[config.mk]
export PLATFORM = sky130hd
export DESIGN_NAME = setup_command_line_parser_top
export DESIGN_NICKNAME = d
export VERILOG_FILES = /design/src/rtl/scp_pkg.sv /design/src/rtl/setup_command_line_parser_top.sv /design/src/rtl/scp_ram.sv /design/src/rtl/scp_front.sv /design/src/rtl/scp_fifo.sv /design/src/rtl/scp_back.sv
export SDC_FILE = /design/constraint.sdc
export NUM_CORES = 1
export LEC_CHECK = 0
export BUFFER_PORTS_ARGS = -buffer_cell sky130_fd_sc_hd__buf_2
export CORE_ASPECT_RATIO = 0.75
export CORE_MARGIN = 3
export CORE_UTILIZATION = 30
export DETAILED_ROUTE_END_ITERATION = 6
export PLACE_DENSITY_LB_ADDON = 0.12
export SLEW_MARGIN = 15
export SYNTH_ARGS = -nofsm -noshare
export SYNTH_HDL_FRONTEND = slang
export SYNTH_SLANG_ARGS = --single-unit
[constraint.sdc]
create_clock -name clock -period 19.12 [get_ports clock]
set_input_delay 0.956 -clock clock [delete_from_list [all_inputs] [get_ports clock]]
set_output_delay 0.956 -clock clock [all_outputs]
set_load 0.1 [all_outputs]
[src/rtl/scp_pkg.sv]
// ---------------------------------------------------------------------------
// scp_pkg: shared definitions for the console command-line parser
// Line store geometry, character codes, command codes, the job record that
// travels from the front end to the checker, and small character helpers.
// ---------------------------------------------------------------------------
package scp_pkg;

   localparam int LineBytes   = 64;
   localparam int IdDigits    = 16;
   localparam int AddrW       = $clog2(LineBytes);
   localparam int IdBits      = IdDigits * 4;
   localparam int DevIdW      = 64;
   localparam int PrefixW     = 64;
   localparam int PrefixLenW  = 4;
   localparam int QueueDepth  = 4;
   localparam int QPtrW       = $clog2(QueueDepth);

   localparam logic [7:0] ChSpace    = 8'h20;
   localparam logic [7:0] ChMaxPrint = 8'h7e;
   localparam logic [7:0] ChCr       = 8'h0d;
   localparam logic [7:0] ChLf       = 8'h0a;
   localparam logic [7:0] ChZero     = 8'h30;
   localparam logic [7:0] ChNine     = 8'h39;
   localparam logic [7:0] ChLowA     = 8'h61;
   localparam logic [7:0] ChLowF     = 8'h66;

   localparam logic [1:0] CmdStatus  = 2'd0;
   localparam logic [1:0] CmdKey     = 2'd1;
   localparam logic [1:0] CmdLock    = 2'd2;

   localparam logic [AddrW-1:0] LenStatus = AddrW'(6);
   localparam logic [AddrW-1:0] LenKey    = AddrW'(3);
   localparam logic [AddrW-1:0] LenLock   = AddrW'(4);

   // One entry per accepted byte; only an end of line that was not discarded
   // asks the checker to scan the store.
   typedef struct packed {
      logic             is_check;
      logic [AddrW-1:0] fill;
   } job_type;

   function automatic logic [7:0] status_char(input logic [2:0] j);
      logic [7:0] c;
      unique case (j)
         3'd0:    c = 8'h53; // S
         3'd1:    c = 8'h54; // T
         3'd2:    c = 8'h41; // A
         3'd3:    c = 8'h54; // T
         3'd4:    c = 8'h55; // U
         3'd5:    c = 8'h53; // S
         default: c = 8'h00;
      endcase
      return c;
   endfunction

   function automatic logic [7:0] key_char(input logic [2:0] j);
      logic [7:0] c;
      unique case (j)
         3'd0:    c = 8'h4b; // K
         3'd1:    c = 8'h45; // E
         3'd2:    c = 8'h59; // Y
         default: c = 8'h00;
      endcase
      return c;
   endfunction

   function automatic logic [7:0] lock_char(input logic [2:0] j);
      logic [7:0] c;
      unique case (j)
         3'd0:    c = 8'h4c; // L
         3'd1:    c = 8'h4f; // O
         3'd2:    c = 8'h43; // C
         3'd3:    c = 8'h4b; // K
         default: c = 8'h00;
      endcase
      return c;
   endfunction

   function automatic logic is_hex(input logic [7:0] c);
      return ((c >= ChZero) && (c <= ChNine)) || ((c >= ChLowA) && (c <= ChLowF));
   endfunction

   function automatic logic [3:0] hex_value(input logic [7:0] c);
      logic [7:0] v;
      if (c <= ChNine) begin
         v = c - ChZero;
      end else begin
         v = c - ChLowA + 8'd10;
      end
      return v[3:0];
   endfunction

endpackage

[src/rtl/setup_command_line_parser_top.sv]
// ---------------------------------------------------------------------------
// setup_command_line_parser_top: console command-line recognizer
// Gathers console bytes into a line store and, on each line feed, checks the
// line for "<prefix> <hex id> <STATUS|KEY|LOCK>".
//
// Usage: bytes enter through a queue-style port (req_push / req_full) and
// every byte yields exactly one result transaction on the response port
// (rsp_empty / rsp_pop), in order. The result flags a well-formed command
// line on the line feed that ends it; all other results carry zeros.
// The prefix registers are written through csr_wr_en / csr_index / csr_wdata
// while the block is idle, a rule for the user that the block does not enforce.
// An ordinary byte reaches the response port through the job queue and the
// result register, one byte per cycle sustained while req_full stays low.
// A line feed starts a scan of the line store through its single read port,
// one stored byte per cycle, and req_full stays high until the check ends.
// A stalled consumer fills the four-entry job queue, then req_full rises.
// Reset empties the line, the queue and the result register and sets the
// prefix to a single zero character.
// ---------------------------------------------------------------------------
module setup_command_line_parser_top (
   input  logic        clock,
   input  logic        reset,
   input  logic        req_push,
   input  logic [7:0]  req_rx_byte,
   output logic        req_full,
   output logic        rsp_empty,
   input  logic        rsp_pop,
   output logic        rsp_request_valid,
   output logic [1:0]  rsp_command_code,
   output logic [63:0] rsp_device_id,
   input  logic        csr_wr_en,
   input  logic        csr_index,
   input  logic [63:0] csr_wdata
);

   localparam logic CsrPrefixChars  = 1'b0;
   localparam logic CsrPrefixLength = 1'b1;

   logic [scp_pkg::PrefixW-1:0]    prefix_chars_ff;
   logic [scp_pkg::PrefixLenW-1:0] pfx_len_ff;

   scp_pkg::job_type          fq_push_data;
   scp_pkg::job_type          fq_pop_data;
   logic                      fq_push;
   logic                      fq_pop;
   logic                      fq_full;
   logic                      fq_empty;
   logic                      wr_en;
   logic [scp_pkg::AddrW-1:0] wr_addr;
   logic [7:0]                wr_data;
   logic                      rd_en;
   logic [scp_pkg::AddrW-1:0] rd_addr;
   logic [7:0]                rd_data;
   logic                      check_done;

   always_ff @(posedge clock) begin
      if (reset) begin
         prefix_chars_ff <= '0;
         pfx_len_ff      <= scp_pkg::PrefixLenW'(1);
      end else if (csr_wr_en) begin
         unique case (csr_index)
            CsrPrefixChars:  prefix_chars_ff <= csr_wdata;
            CsrPrefixLength: pfx_len_ff      <= csr_wdata[scp_pkg::PrefixLenW-1:0];
            default:         prefix_chars_ff <= prefix_chars_ff;
         endcase
      end
   end

   scp_front u_front (
      .clock       (clock),
      .reset       (reset),
      .req_push    (req_push),
      .req_rx_byte (req_rx_byte),
      .req_full    (req_full),
      .job_full    (fq_full),
      .job_push    (fq_push),
      .job_data    (fq_push_data),
      .wr_en       (wr_en),
      .wr_addr     (wr_addr),
      .wr_data     (wr_data),
      .check_done  (check_done)
   );

   scp_ram #(
      .WIDTH (8),
      .DEPTH (scp_pkg::LineBytes)
   ) u_line_store (
      .clock   (clock),
      .wr_en   (wr_en),
      .wr_addr (wr_addr),
      .wr_data (wr_data),
      .rd_en   (rd_en),
      .rd_addr (rd_addr),
      .rd_data (rd_data)
   );

   scp_fifo u_job_queue (
      .clock     (clock),
      .reset     (reset),
      .push      (fq_push),
      .push_data (fq_push_data),
      .full      (fq_full),
      .pop       (fq_pop),
      .pop_data  (fq_pop_data),
      .empty     (fq_empty)
   );

   scp_back u_back (
      .clock             (clock),
      .reset             (reset),
      .job_empty         (fq_empty),
      .job_data          (fq_pop_data),
      .job_pop           (fq_pop),
      .prefix_chars      (prefix_chars_ff),
      .pfx_len           (pfx_len_ff),
      .rd_en             (rd_en),
      .rd_addr           (rd_addr),
      .rd_data           (rd_data),
      .check_done        (check_done),
      .rsp_empty         (rsp_empty),
      .rsp_pop           (rsp_pop),
      .rsp_request_valid (rsp_request_valid),
      .rsp_command_code  (rsp_command_code),
      .rsp_device_id     (rsp_device_id)
   );

   // A finished line check always happens while intake is held off.
   a_check_while_held: assert property (@(posedge clock) disable iff (reset)
      check_done |-> req_full)
      else $error("line check finished while intake was open");

   // The line store is never written while the checker reads it.
   a_no_write_during_scan: assert property (@(posedge clock) disable iff (reset)
      rd_en |-> !wr_en)
      else $error("line store written during a scan");

   // A result without a request carries all-zero fields.
   a_zero_when_no_request: assert property (@(posedge clock) disable iff (reset)
      (!rsp_empty && !rsp_request_valid) |->
         (rsp_command_code == scp_pkg::CmdStatus) && (rsp_device_id == '0))
      else $error("non-request result has nonzero fields");

   // A request names one of the three defined commands.
   a_code_defined: assert property (@(posedge clock) disable iff (reset)
      (!rsp_empty && rsp_request_valid) |->
         (rsp_command_code == scp_pkg::CmdStatus) ||
         (rsp_command_code == scp_pkg::CmdKey) ||
         (rsp_command_code == scp_pkg::CmdLock))
      else $error("request with undefined command code");

endmodule

[src/rtl/scp_ram.sv]
// ---------------------------------------------------------------------------
// scp_ram: generic single-write, single-read RAM
// One write port and one read port; read data is registered.
// ---------------------------------------------------------------------------
module scp_ram #(
   parameter int WIDTH = 8,
   parameter int DEPTH = 64
) (
   input  logic                     clock,
   input  logic                     wr_en,
   input  logic [$clog2(DEPTH)-1:0] wr_addr,
   input  logic [WIDTH-1:0]         wr_data,
   input  logic                     rd_en,
   input  logic [$clog2(DEPTH)-1:0] rd_addr,
   output logic [WIDTH-1:0]         rd_data
);

   logic [WIDTH-1:0] mem_ff [DEPTH];
   logic [WIDTH-1:0] rd_data_ff;

   always_ff @(posedge clock) begin
      if (wr_en) begin
         mem_ff[wr_addr] <= wr_data;
      end
      if (rd_en) begin
         rd_data_ff <= mem_ff[rd_addr];
      end
   end

   assign rd_data = rd_data_ff;

endmodule

[src/rtl/scp_front.sv]
// ---------------------------------------------------------------------------
// scp_front: byte intake and classification
// Stores printable bytes and carriage returns into the line store, tracks the
// fill and discard mark, and queues one job per byte for the checker.
// ---------------------------------------------------------------------------
module scp_front (
   input  logic                    clock,
   input  logic                    reset,
   input  logic                    req_push,
   input  logic [7:0]              req_rx_byte,
   output logic                    req_full,
   input  logic                    job_full,
   output logic                    job_push,
   output scp_pkg::job_type        job_data,
   output logic                    wr_en,
   output logic [scp_pkg::AddrW-1:0] wr_addr,
   output logic [7:0]              wr_data,
   input  logic                    check_done
);

   logic [scp_pkg::AddrW-1:0] fill_ff, fill_in;
   logic                      disc_ff, disc_in;
   logic                      last_cr_ff, last_cr_in;
   logic                      chk_pend_ff, chk_pend_in;
   logic                      accept;
   logic                      bad_byte;

   // The store must not change under the checker, so intake holds while a
   // line check is queued or running.
   assign req_full = job_full | chk_pend_ff;
   assign accept   = req_push & ~req_full;

   assign bad_byte = ((req_rx_byte < scp_pkg::ChSpace) && (req_rx_byte != scp_pkg::ChCr)) ||
                     (req_rx_byte > scp_pkg::ChMaxPrint) ||
                     (fill_ff >= scp_pkg::AddrW'(scp_pkg::LineBytes - 1));

   always_comb begin
      fill_in          = fill_ff;
      disc_in          = disc_ff;
      last_cr_in       = last_cr_ff;
      chk_pend_in      = chk_pend_ff;
      job_push         = 1'b0;
      job_data.is_check = 1'b0;
      job_data.fill    = fill_ff;
      wr_en            = 1'b0;
      wr_addr          = fill_ff;
      wr_data          = req_rx_byte;
      if (check_done) begin
         chk_pend_in = 1'b0;
      end
      if (accept) begin
         job_push = 1'b1;
         if (req_rx_byte == scp_pkg::ChLf) begin
            job_data.is_check = ~disc_ff;
            // A trailing CR is dropped from the checked length.
            if (last_cr_ff) begin
               job_data.fill = fill_ff - scp_pkg::AddrW'(1);
            end
            chk_pend_in = ~disc_ff;
            disc_in     = 1'b0;
            fill_in     = '0;
            last_cr_in  = 1'b0;
         end else if (!disc_ff) begin
            if (bad_byte) begin
               disc_in = 1'b1;
            end else begin
               wr_en      = 1'b1;
               fill_in    = fill_ff + scp_pkg::AddrW'(1);
               last_cr_in = (req_rx_byte == scp_pkg::ChCr);
            end
         end
      end
   end

   always_ff @(posedge clock) begin
      if (reset) begin
         fill_ff     <= '0;
         disc_ff     <= 1'b0;
         last_cr_ff  <= 1'b0;
         chk_pend_ff <= 1'b0;
      end else begin
         fill_ff     <= fill_in;
         disc_ff     <= disc_in;
         last_cr_ff  <= last_cr_in;
         chk_pend_ff <= chk_pend_in;
      end
   end

endmodule

[src/rtl/scp_fifo.sv]
// ---------------------------------------------------------------------------
// scp_fifo: short job queue between front end and checker
// A small register queue that lets intake and checking stall separately.
// ---------------------------------------------------------------------------
module scp_fifo (
   input  logic             clock,
   input  logic             reset,
   input  logic             push,
   input  scp_pkg::job_type push_data,
   output logic             full,
   input  logic             pop,
   output scp_pkg::job_type pop_data,
   output logic             empty
);

   scp_pkg::job_type          slot_ff [scp_pkg::QueueDepth];
   logic [scp_pkg::QPtrW-1:0] wr_ptr_ff, wr_ptr_in;
   logic [scp_pkg::QPtrW-1:0] rd_ptr_ff, rd_ptr_in;
   logic [scp_pkg::QPtrW:0]   count_ff, count_in;
   logic                      do_push;
   logic                      do_pop;

   assign full     = (count_ff == (scp_pkg::QPtrW + 1)'(scp_pkg::QueueDepth));
   assign empty    = (count_ff == '0);
   assign do_push  = push & ~full;
   assign do_pop   = pop & ~empty;
   assign pop_data = slot_ff[rd_ptr_ff];

   always_comb begin
      wr_ptr_in = wr_ptr_ff;
      rd_ptr_in = rd_ptr_ff;
      count_in  = count_ff;
      if (do_push) begin
         wr_ptr_in = wr_ptr_ff + scp_pkg::QPtrW'(1);
      end
      if (do_pop) begin
         rd_ptr_in = rd_ptr_ff + scp_pkg::QPtrW'(1);
      end
      if (do_push && !do_pop) begin
         count_in = count_ff + (scp_pkg::QPtrW + 1)'(1);
      end else if (do_pop && !do_push) begin
         count_in = count_ff - (scp_pkg::QPtrW + 1)'(1);
      end
   end

   always_ff @(posedge clock) begin
      if (do_push) begin
         slot_ff[wr_ptr_ff] <= push_data;
      end
   end

   always_ff @(posedge clock) begin
      if (reset) begin
         wr_ptr_ff <= '0;
         rd_ptr_ff <= '0;
         count_ff  <= '0;
      end else begin
         wr_ptr_ff <= wr_ptr_in;
         rd_ptr_ff <= rd_ptr_in;
         count_ff  <= count_in;
      end
   end

endmodule

[src/rtl/scp_back.sv]
// ---------------------------------------------------------------------------
// scp_back: line checker and result register
// Takes jobs from the queue, scans a finished line one byte per cycle out of
// the line store, and holds one result for the consumer.
// ---------------------------------------------------------------------------
module scp_back (
   input  logic                          clock,
   input  logic                          reset,
   input  logic                          job_empty,
   input  scp_pkg::job_type              job_data,
   output logic                          job_pop,
   input  logic [scp_pkg::PrefixW-1:0]   prefix_chars,
   input  logic [scp_pkg::PrefixLenW-1:0] pfx_len,
   output logic                          rd_en,
   output logic [scp_pkg::AddrW-1:0]     rd_addr,
   input  logic [7:0]                    rd_data,
   output logic                          check_done,
   output logic                          rsp_empty,
   input  logic                          rsp_pop,
   output logic                          rsp_request_valid,
   output logic [1:0]                    rsp_command_code,
   output logic [scp_pkg::DevIdW-1:0]    rsp_device_id
);

   typedef enum logic [1:0] {
      ST_IDLE = 2'b01,
      ST_SCAN = 2'b10
   } state_type;

   state_type                  state_ff, state_in;
   logic [scp_pkg::AddrW-1:0]  fill_ff, fill_in;
   logic [scp_pkg::AddrW-1:0]  rd_idx_ff, rd_idx_in;
   logic                       dv_ff, dv_in;
   logic [scp_pkg::AddrW-1:0]  didx_ff, didx_in;
   logic                       match_ff, match_in;
   logic                       st_ok_ff, st_ok_in;
   logic                       key_ok_ff, key_ok_in;
   logic                       lock_ok_ff, lock_ok_in;
   logic [scp_pkg::IdBits-1:0] acc_ff, acc_in;
   logic                       out_vld_ff, out_vld_in;
   logic                       out_req_ff, out_req_in;
   logic [1:0]                 out_code_ff, out_code_in;
   logic [scp_pkg::DevIdW-1:0] out_id_ff, out_id_in;

   logic [scp_pkg::PrefixLenW-1:0] nlen;
   logic [scp_pkg::AddrW-1:0]      off;
   logic [scp_pkg::AddrW-1:0]      tail_j;
   logic [scp_pkg::AddrW-1:0]      tlen;
   logic [7:0]                     pfx_char;
   logic                           out_free;
   logic                           ok_st, ok_key, ok_lock;

   assign nlen = (pfx_len == '0) ? scp_pkg::PrefixLenW'(1) :
                 (pfx_len > scp_pkg::PrefixLenW'(8)) ? scp_pkg::PrefixLenW'(8) :
                 pfx_len;
   // Command word starts after prefix, space, identifier digits and space.
   assign off      = scp_pkg::AddrW'(nlen) + scp_pkg::AddrW'(scp_pkg::IdDigits + 2);
   assign tail_j   = didx_ff - off;
   assign tlen     = fill_ff - off;
   assign pfx_char = prefix_chars[{didx_ff[2:0], 3'b000} +: 8];
   assign out_free = ~out_vld_ff | rsp_pop;

   assign ok_st   = match_ff & st_ok_ff & (tlen == scp_pkg::LenStatus);
   assign ok_key  = match_ff & key_ok_ff & (tlen == scp_pkg::LenKey);
   assign ok_lock = match_ff & lock_ok_ff & (tlen == scp_pkg::LenLock);

   always_comb begin
      state_in    = state_ff;
      fill_in     = fill_ff;
      rd_idx_in   = rd_idx_ff;
      dv_in       = 1'b0;
      didx_in     = rd_idx_ff;
      match_in    = match_ff;
      st_ok_in    = st_ok_ff;
      key_ok_in   = key_ok_ff;
      lock_ok_in  = lock_ok_ff;
      acc_in      = acc_ff;
      out_vld_in  = out_vld_ff & ~rsp_pop;
      out_req_in  = out_req_ff;
      out_code_in = out_code_ff;
      out_id_in   = out_id_ff;
      job_pop     = 1'b0;
      check_done  = 1'b0;
      rd_en       = 1'b0;
      rd_addr     = rd_idx_ff;

      unique case (state_ff)
         ST_IDLE: begin
            if (!job_empty && out_free) begin
               job_pop = 1'b1;
               if (job_data.is_check && (job_data.fill > off)) begin
                  fill_in    = job_data.fill;
                  rd_idx_in  = '0;
                  match_in   = 1'b1;
                  st_ok_in   = 1'b1;
                  key_ok_in  = 1'b1;
                  lock_ok_in = 1'b1;
                  acc_in     = '0;
                  state_in   = ST_SCAN;
               end else begin
                  // A plain byte, or a line too short to hold a command.
                  out_vld_in  = 1'b1;
                  out_req_in  = 1'b0;
                  out_code_in = scp_pkg::CmdStatus;
                  out_id_in   = '0;
                  check_done  = job_data.is_check;
               end
            end
         end
         ST_SCAN: begin
            if (rd_idx_ff != fill_ff) begin
               rd_en     = 1'b1;
               rd_idx_in = rd_idx_ff + scp_pkg::AddrW'(1);
               dv_in     = 1'b1;
            end
            if (dv_ff) begin
               if (didx_ff < scp_pkg::AddrW'(nlen)) begin
                  match_in = match_ff & (rd_data == pfx_char);
               end else if (didx_ff == scp_pkg::AddrW'(nlen)) begin
                  match_in = match_ff & (rd_data == scp_pkg::ChSpace);
               end else if (didx_ff < off - scp_pkg::AddrW'(1)) begin
                  match_in = match_ff & scp_pkg::is_hex(rd_data);
                  acc_in   = (acc_ff << 4) |
                             scp_pkg::IdBits'(scp_pkg::hex_value(rd_data));
               end else if (didx_ff == off - scp_pkg::AddrW'(1)) begin
                  match_in = match_ff & (rd_data == scp_pkg::ChSpace);
               end else begin
                  st_ok_in   = st_ok_ff & (tail_j < scp_pkg::LenStatus) &
                               (rd_data == scp_pkg::status_char(tail_j[2:0]));
                  key_ok_in  = key_ok_ff & (tail_j < scp_pkg::LenKey) &
                               (rd_data == scp_pkg::key_char(tail_j[2:0]));
                  lock_ok_in = lock_ok_ff & (tail_j < scp_pkg::LenLock) &
                               (rd_data == scp_pkg::lock_char(tail_j[2:0]));
               end
            end
            if ((rd_idx_ff == fill_ff) && !dv_ff && out_free) begin
               out_vld_in = 1'b1;
               out_req_in = ok_st | ok_key | ok_lock;
               if (ok_key) begin
                  out_code_in = scp_pkg::CmdKey;
               end else if (ok_lock) begin
                  out_code_in = scp_pkg::CmdLock;
               end else begin
                  out_code_in = scp_pkg::CmdStatus;
               end
               out_id_in  = (ok_st | ok_key | ok_lock) ? scp_pkg::DevIdW'(acc_ff) : '0;
               check_done = 1'b1;
               state_in   = ST_IDLE;
            end
         end
         default: begin
            state_in = ST_IDLE;
         end
      endcase
   end

   always_ff @(posedge clock) begin
      if (reset) begin
         state_ff   <= ST_IDLE;
         dv_ff      <= 1'b0;
         out_vld_ff <= 1'b0;
      end else begin
         state_ff   <= state_in;
         dv_ff      <= dv_in;
         out_vld_ff <= out_vld_in;
      end
   end

   always_ff @(posedge clock) begin
      fill_ff     <= fill_in;
      rd_idx_ff   <= rd_idx_in;
      didx_ff     <= didx_in;
      match_ff    <= match_in;
      st_ok_ff    <= st_ok_in;
      key_ok_ff   <= key_ok_in;
      lock_ok_ff  <= lock_ok_in;
      acc_ff      <= acc_in;
      out_req_ff  <= out_req_in;
      out_code_ff <= out_code_in;
      out_id_ff   <= out_id_in;
   end

   assign rsp_empty         = ~out_vld_ff;
   assign rsp_request_valid = out_req_ff;
   assign rsp_command_code  = out_code_ff;
   assign rsp_device_id     = out_id_ff;

endmodule

==> results by group, run 1 <==
Run status
  • Run status: complete, no violations

Clock tree
  • Total of cells resized after clock tree synthesis: 0
  • CTS tree: done
  • Source-to-sink clock delay at the later pin of the worst-skew pair: 0.67 ns
  • Maximum count of clock buffers along a single path: 3
  • Inserted Clock Buffers: 85
  • Root buffer cell: clkbuf_16
  • Post-CTS Repair Setup Buffers: 0
  • Clock transition at the registers of the reported paths: roughly 0.060 ns
  • Deepest level of the CTS H-tree: 3
  • Quantity of hold-fixing buffers added after cts: 0
  • Clock Sinks: 791

STA
  • Least setup slack across all paths after layout: 14.67 ns
  • Shortest clock period the worst path allows after layout: between 4 and 5 ns
  • Achievable frequency: 225 MHz
  • Clock Skew: ~0.026 ns
  • Unrepaired setup endpoints after global routing: no
  • Total of endpoints with negative setup slack in the final report: 0
  • Part of the cycle the worst path needs: 23.3%
  • Minimum hold slack: 0.453 ns
  • Hold violation total from the final report: 0
  • Final sum of negative setup slack: 0 ns
  • Slew Viols, Final: 0
  • Tightest Pin Transition: 1.09 ns
  • Worst slew margin relative to its limit: 27.1%

Routing
  • Number of DRC violations after detailed routing: 0
  • Detailed-router iteration count before antenna repair: 5
  • Final Routed Wirelength: ~86 mm
  • Ratio of routed vias to standard cells: around 5.0
  • Routed wirelength normalized by instance count: ~24 µm
  • Violation count after the first detailed-route iteration: between 1500 and 2000
  • Number of routed nets with antenna violations: 0
  • Via count: 18100

Finish
  • Area growth, synth to finish: 15.7%
  • Net count reported at finish: roughly 2300
  • Finished Layout Cells: ~3700
  • Post-route cell area: 0.0376 mm²
  • Share of post-route cells with drive strength above 1: between 10% and 20%
  • Core occupancy in the finished layout: 35.3%

Synthesis
  • Portion of synthesized cell area occupied by the leading cell type: roughly 64%
  • Share of flip-flops with an asynchronous set or reset after synthesis: 0%
  • Cell area after synthesis: 0.0325 mm²
  • Cell taking the most area after synthesis: edfxtp_1
  • Cell types with the highest counts after synthesis: edfxtp_1, nand2_1, and2_1
  • Cells after synthesis: 2025
  • Count of flip-flops with a built-in enable after synthesis: around 700
  • Number of flip-flops and latches in the synthesized netlist: between 700 and 800
  • Area contributors post-synth: edfxtp_1, mux4_2, dfxtp_1, mux2i_1, and2_1
  • Synth unique cells: 72
  • Share of the yosys chip area belonging to registers: 70.2%
  • Dominant cell by count in the synthesized netlist: edfxtp_1
  • Average instance area after synthesis: between 15 and 20 µm²
  • Synth Warn #: 0
  • Syn nets: around 2200
  • Main flop type after synthesis: edfxtp_1

Worst setup path
  • Worst Setup Path Type: reg2reg
  • Buffers & Inverters on Critical Path: 4
  • Startpoint kind of the worst setup timing path: flop
  • Largest delay contributor family on the critical path: buffers and inverters
  • Worst path required time: roughly 19 ns
  • Critical path endpoint category: flop
  • Slowest library cell on the worst path: buf_4
  • List of cells traversed by the critical path: inv_1 > nand2_1 > inv_1 > ha_1 > ha_1 > inv_1 > xnor2_1 > ha_1 > a21o_1 > a21o_1 > a221o_1 > o21a_1 > nor3_2 > buf_4
  • Worst stage delay on the critical path: around 0.66 ns
  • Data arrival at the endpoint of the critical path: between 4 and 5 ns
  • Crit-path max FO: 64

Global route
  • GRT Max-Usage Layer: met1
  • Vias in the first global route: 18300
  • Met2 demand-to-capacity share in global routing: about 22%
  • Remaining global-route overflow: 0
  • Global-route met3 utilization: 3.52%
  • Maximum number of pins on one net before global-route repair: between 90 and 100
  • First-pass GRT wire length: about 130 mm
  • Global routing met1 resource utilization: about a quarter
  • Number of antenna violations at the first check in global routing: 5
  • Global Route Usage Sum: around 15%

Die
  • Die Y-Extent: roughly 290 µm
  • Area inside the core boundary: roughly 0.11 mm²
  • Initial core utilization: between 30% and 40%
  • Row Count: 103
  • Total Die Area: approximately 0.11 mm²
  • Number of top-level pins: around 150
  • Die outline width: between 300 and 400 µm

Power and ir drop
  • Peak supply drop: between 0.1 and 0.15 mV
  • Pwr dens: approximately 140 mW/mm²
  • Lkg Pwr: 12.6 nW
  • Power Total: between 5 and 6 mW

Placement
  • Worst slack, placed: about 14 ns
  • Placed wire-length estimate after detailed placement: around 55 mm
  • RePlAce Congestion: about 0.80
  • Placed insts: roughly 3500
  • IO Port Bufs: between 100 and 150
  • Placed Area: 0.0347 mm²

Hold path
  • Hold Crit Class: reg2reg

Run
  • Max capacitance violation total: 0
-- tightest hold or removal path, delay by kind of cell (launching register included) --
family	cells	cell delay, ns
AOI/OAI and AO/OA	1	0.05
DFF	1	0.30
and+or+nand+nor	1	0.05
-- where the power goes --
part	internal, mW	switching, mW
clock	0.950	0.709
combinational	0.265	0.971
sequential	2.10	0.0834
-- state kept, by name (all words and copies together), names as in the netlist, 2 cells and up, named ones only --
signal,count
u_job_queue.slot_ff,28
prefix_chars_ff,64
u_line_store.mem_ff,512
u_back.acc_ff,64
u_back.rsp_command_code,2
u_line_store.rd_data,8
u_back.didx_ff,6
u_job_queue.wr_ptr_ff,2
u_job_queue.rd_ptr_ff,2
pfx_len_ff,4
u_back.fill_ff,6
u_back.rd_addr,6
u_back.state_ff,2
u_job_queue.count_ff,3
u_back.rsp_device_id,64
u_front.wr_addr,6
-- layout by cell type (no fill, tap or decap), types with 6 or more instances in the layout --
cell type  synthesis  routed
a21oi_1          102     102
clkbuf_1          76       8
buf_2             12     146
nand3_1           16      16
inv_1             35      35
edfxtp_1         695     695
clkinv_1           2      17
xor2_1            15      15
and2_1           133     133
nor2b_1           12      11
mux4_1            19      19
nor2_1           115     114
ha_1              43      42
mux2i_1           84      84
o211ai_1           6       6
or3_1              9       9
o32ai_1           17      17
clkinv_2           0      19
xnor2_1           24      24
bufinv_16          0       7
o221ai_1          16      16
nor3_1            22      21
dfxtp_1           96      96
o21a_1             8       8
a221o_1            9       9
clkbuf_16          0      86
nand3b_1           6       6
a21o_1             6       6
nand2_1          174     174
a22o_1            12      12
o22ai_1           17      17
o21ai_0           34      34
buf_4              8      28
mux4_2           110     110
-- per-layer routing --
| metal | vias to the layer above | wire, µm |
|---|---|---|
| li1 | 8120 | - |
| met1 | 9387 | 42400 |
| met2 | 498 | 37100 |
| met3 | 118 | 5190 |
| met4 | 0 | 1680 |
| met5 | - | 0 |
-- layout make-up --
type                            count  area (µm²)
Antenna cell                        1        2.50
Clock buffer                       99        2250
Clock inverter                     57         589
Fill cell                       10100       68700
Inverter                           37         139
Multi-Input combinational cell   1084        9080
Sequential cell                   791       22800
Tap cell                         1417        1770
Timing Repair Buffer              175         961
-- worst paths after layout --
| kind | start | cells past startpoint | slack [ns] | endpoint |
|---|---|---|---|---|
| setup / recovery | pfx_len_ff[3] | 14 | 14.67 | u_back.acc_ff[9] |
| hold / removal | prefix_chars_ff[21] | 2 | 0.45 | prefix_chars_ff[21] |
| setup reg to reg | pfx_len_ff[3] | 14 | 14.67 | u_back.acc_ff[9] |
| hold reg to reg | prefix_chars_ff[21] | 2 | 0.45 | prefix_chars_ff[21] |
-- kinds of logic after synthesis --
group           count (synthesis)  synth area share, %
flops                         791                 70.2
simple gates                  516                 7.67
compound gates                268                 5.43
mux                           213                 11.8
buf+inv                       150                 2.01
fa+ha+maj                      47                 1.90
xor+xnor                       39                 1.05
other cells                     1               0.0115
(Power assumes the default switching activity.)
==> run 2: changes to the inputs <==
==> constraint.sdc (replaced) <==
create_clock -name clock -period 4.7 [get_ports clock]
set_input_delay 0.235 -clock clock [delete_from_list [all_inputs] [get_ports clock]]
set_output_delay 0.235 -clock clock [all_outputs]
set_load 0.1 [all_outputs]
==> results by group, run 2 (synthesis gave the netlist of run 1 again) <==
Run status
  • Run status: complete, no violations

STA
  • Clock Skew: 0.0330 ns
  • Minimum hold slack: about 0.14 ns
  • Slew Viols, Final: 0
  • Tightest Pin Transition: 1.03 ns
  • Final sum of negative setup slack: 0 ns
  • Hold violation total from the final report: 0
  • Total of endpoints with negative setup slack in the final report: 0
  • Part of the cycle the worst path needs: 82.0%
  • Shortest clock period the worst path allows after layout: 3.86 ns
  • Worst slew margin relative to its limit: between 30% and 40%
  • Unrepaired setup endpoints after global routing: no
  • Achievable frequency: around 260 MHz

Placement
  • IO Port Bufs: approximately 150
  • Placed wire-length estimate after detailed placement: roughly 55 mm
  • RePlAce Congestion: roughly 0.8

Clock tree
  • Inserted Clock Buffers: 82
  • CTS tree: done
  • Quantity of hold-fixing buffers added after cts: just over 70
  • Clock Sinks: between 700 and 800
  • Total of cells resized after clock tree synthesis: 0
  • Root buffer cell: clkbuf_16
  • Post-CTS Repair Setup Buffers: 0
  • Clock transition at the registers of the reported paths: about 0.060 ns
  • Source-to-sink clock delay at the later pin of the worst-skew pair: between 0.6 and 0.7 ns
  • Deepest level of the CTS H-tree: 3
  • Maximum count of clock buffers along a single path: 3

Die
  • Die Y-Extent: between 200 and 300 µm
  • Die outline width: a little under 400 µm
  • Initial core utilization: between 30% and 40%
  • Row Count: roughly 100
  • Number of top-level pins: around 150
  • Area inside the core boundary: ~0.11 mm²
  • Total Die Area: 0.112 mm²

Finish
  • Area growth, synth to finish: 19.5%
  • Largest Register: u_line_store.mem_ff
  • Share of post-route cells with drive strength above 1: 20.7%
  • Net count reported at finish: roughly 2400
  • Max reg flops: roughly 510
  • Most used cells in the layout excluding fill and tap cells: edfxtp_1, nand2_1, buf_2, and2_1, nor2_1
  • Leading cell type in the layout, fill and taps excluded: edfxtp_1

Routing
  • Routed wirelength normalized by instance count: between 20 and 25 µm
  • Detailed-router iteration count before antenna repair: 6
  • Number of DRC violations after detailed routing: 0
  • Final Routed Wirelength: roughly 85 mm
  • Ratio of routed vias to standard cells: roughly 4.8
  • Violation count after the first detailed-route iteration: roughly 1600
  • Number of routed nets with antenna violations: 0
  • Via count: between 15000 and 20000

Global route
  • Remaining global-route overflow: 0
  • Global Route Usage Sum: between 10% and 20%
  • Vias in the first global route: around 19000
  • First-pass GRT wire length: 126 mm
  • Number of antenna violations at the first check in global routing: 6
  • Maximum number of pins on one net before global-route repair: 94

Power and ir drop
  • Seq pwr share: approximately 43%
  • Clock share of power: around a third
  • Power Total: just over 20 mW
  • Comb pwr share: about a quarter
  • Internal Pwr Total: around 14 mW
  • Pwr dens: about 530 mW/mm²
  • Lkg Pwr: 13.3 nW
  • Peak supply drop: roughly 0.36 mV
  • Switching fraction of total power: between 30% and 40%
  • Power dissipated by switching net loads: around 7.1 mW

Worst setup path
  • Worst Setup Path Type: reg2reg
  • Worst stage delay on the critical path: 0.39 ns
  • Crit-path max FO: between 60 and 70
  • Buffers & Inverters on Critical Path: 4
  • Startpoint kind of the worst setup timing path: flop
  • Slowest library cell on the worst path: a221o_1
  • Data arrival at the endpoint of the critical path: about 4.2 ns
  • Critical path endpoint category: flop
  • Largest delay contributor family on the critical path: compound AO/OA/AOI/OAI gates
  • Worst path required time: around 5.0 ns
  • List of cells traversed by the critical path: inv_1 > nand2_1 > inv_1 > ha_1 > ha_1 > inv_1 > xnor2_1 > ha_1 > a21o_1 > a21o_1 > a221o_1 > o21a_1 > nor3_4 > buf_12

Run
  • Max capacitance violation total: 0

Hold path
  • Hold Crit Class: in2reg
==> run 2: cell count changes in the layout (fill, tap and decap cells not counted), sizes merged <==
| cell | before | now |
|---|---|---|
| clkinv | 42 | 29 |
| bufinv | 7 | 12 |
| dlygate4sd3 | 0 | 71 |
| diode | 1 | 2 |
| buf | 175 | 247 |
| inv | 41 | 38 |
| clkinvlp | 4 | 6 |
| clkbuf | 99 | 101 |
==> run 2: worst reg2reg max path, delay by kind of cell (launching register included) <==
family | cells | cell delay [ns]
flops | 1 | 0.37
xor+xnor | 1 | 0.15
compound gates | 4 | 0.97
simple gates | 2 | 0.33
fa+ha+maj | 3 | 0.81
buf+inv | 4 | 0.83
==> run 2: power by group through the flow <==
stage	registers, mW	logic, mW	clock network (mW)
2_1_floorplan	11.0	1.80	0
3_3_place_gp	9.02	5.19	0
3_5_place_dp	9.02	5.22	0
4_1_cts	8.88	5.28	6.92
5_1_grt	8.95	5.49	7.22
6_report	8.86	5.19	6.71
==> run 2: path summary, 6_finish.rpt <==
path / start / end / slack (ns) / cells past startpoint
worst max-delay path: pfx_len_ff[3] / u_back.acc_ff[27] / 0.84 / 14
worst min-delay path: req_rx_byte[6] / u_front.last_cr_ff / 0.14 / 5
worst max register to register: pfx_len_ff[3] / u_back.acc_ff[27] / 0.84 / 14
worst min register to register: prefix_chars_ff[20] / prefix_chars_ff[20] / 0.45 / 2
==> run 2: final cells by class <==
cell class | count | area (µm²)
timing repair buffer | 318 | 2260
antenna | 2 | 5.00
multi-input combinational | 1084 | 9080
tap | 1417 | 1770
sequential | 791 | 22800
inverter | 37 | 139
clock buffer | 101 | 2160
fill | 10000 | 67500
clock inverter | 48 | 589
==> run 2: routing by layer <==
| metal | GRT usage [%] | vias up | routed length [µm] |
|---|---|---|---|
| li1 | - | 8391 | - |
| met1 | 22.9 | 9416 | 41900 |
| met2 | 22.0 | 396 | 37100 |
| met3 | 3.36 | 125 | 4560 |
| met4 | 3.57 | 0 | 1820 |
| met5 | 0 | - | 0 |
==> run 2: through the flow <==
step                cells  area, µm²  utilization [%]  setup WS, ns
floorplan            2025      32500                -         0.155
global placement     3576      35300             33.2         0.785
detailed placement   3576      35300             33.2         0.837
CTS                  3796      38800             36.5         0.837
global route         3796      38800             36.5         0.515
finish               3798      38800             36.5         0.845
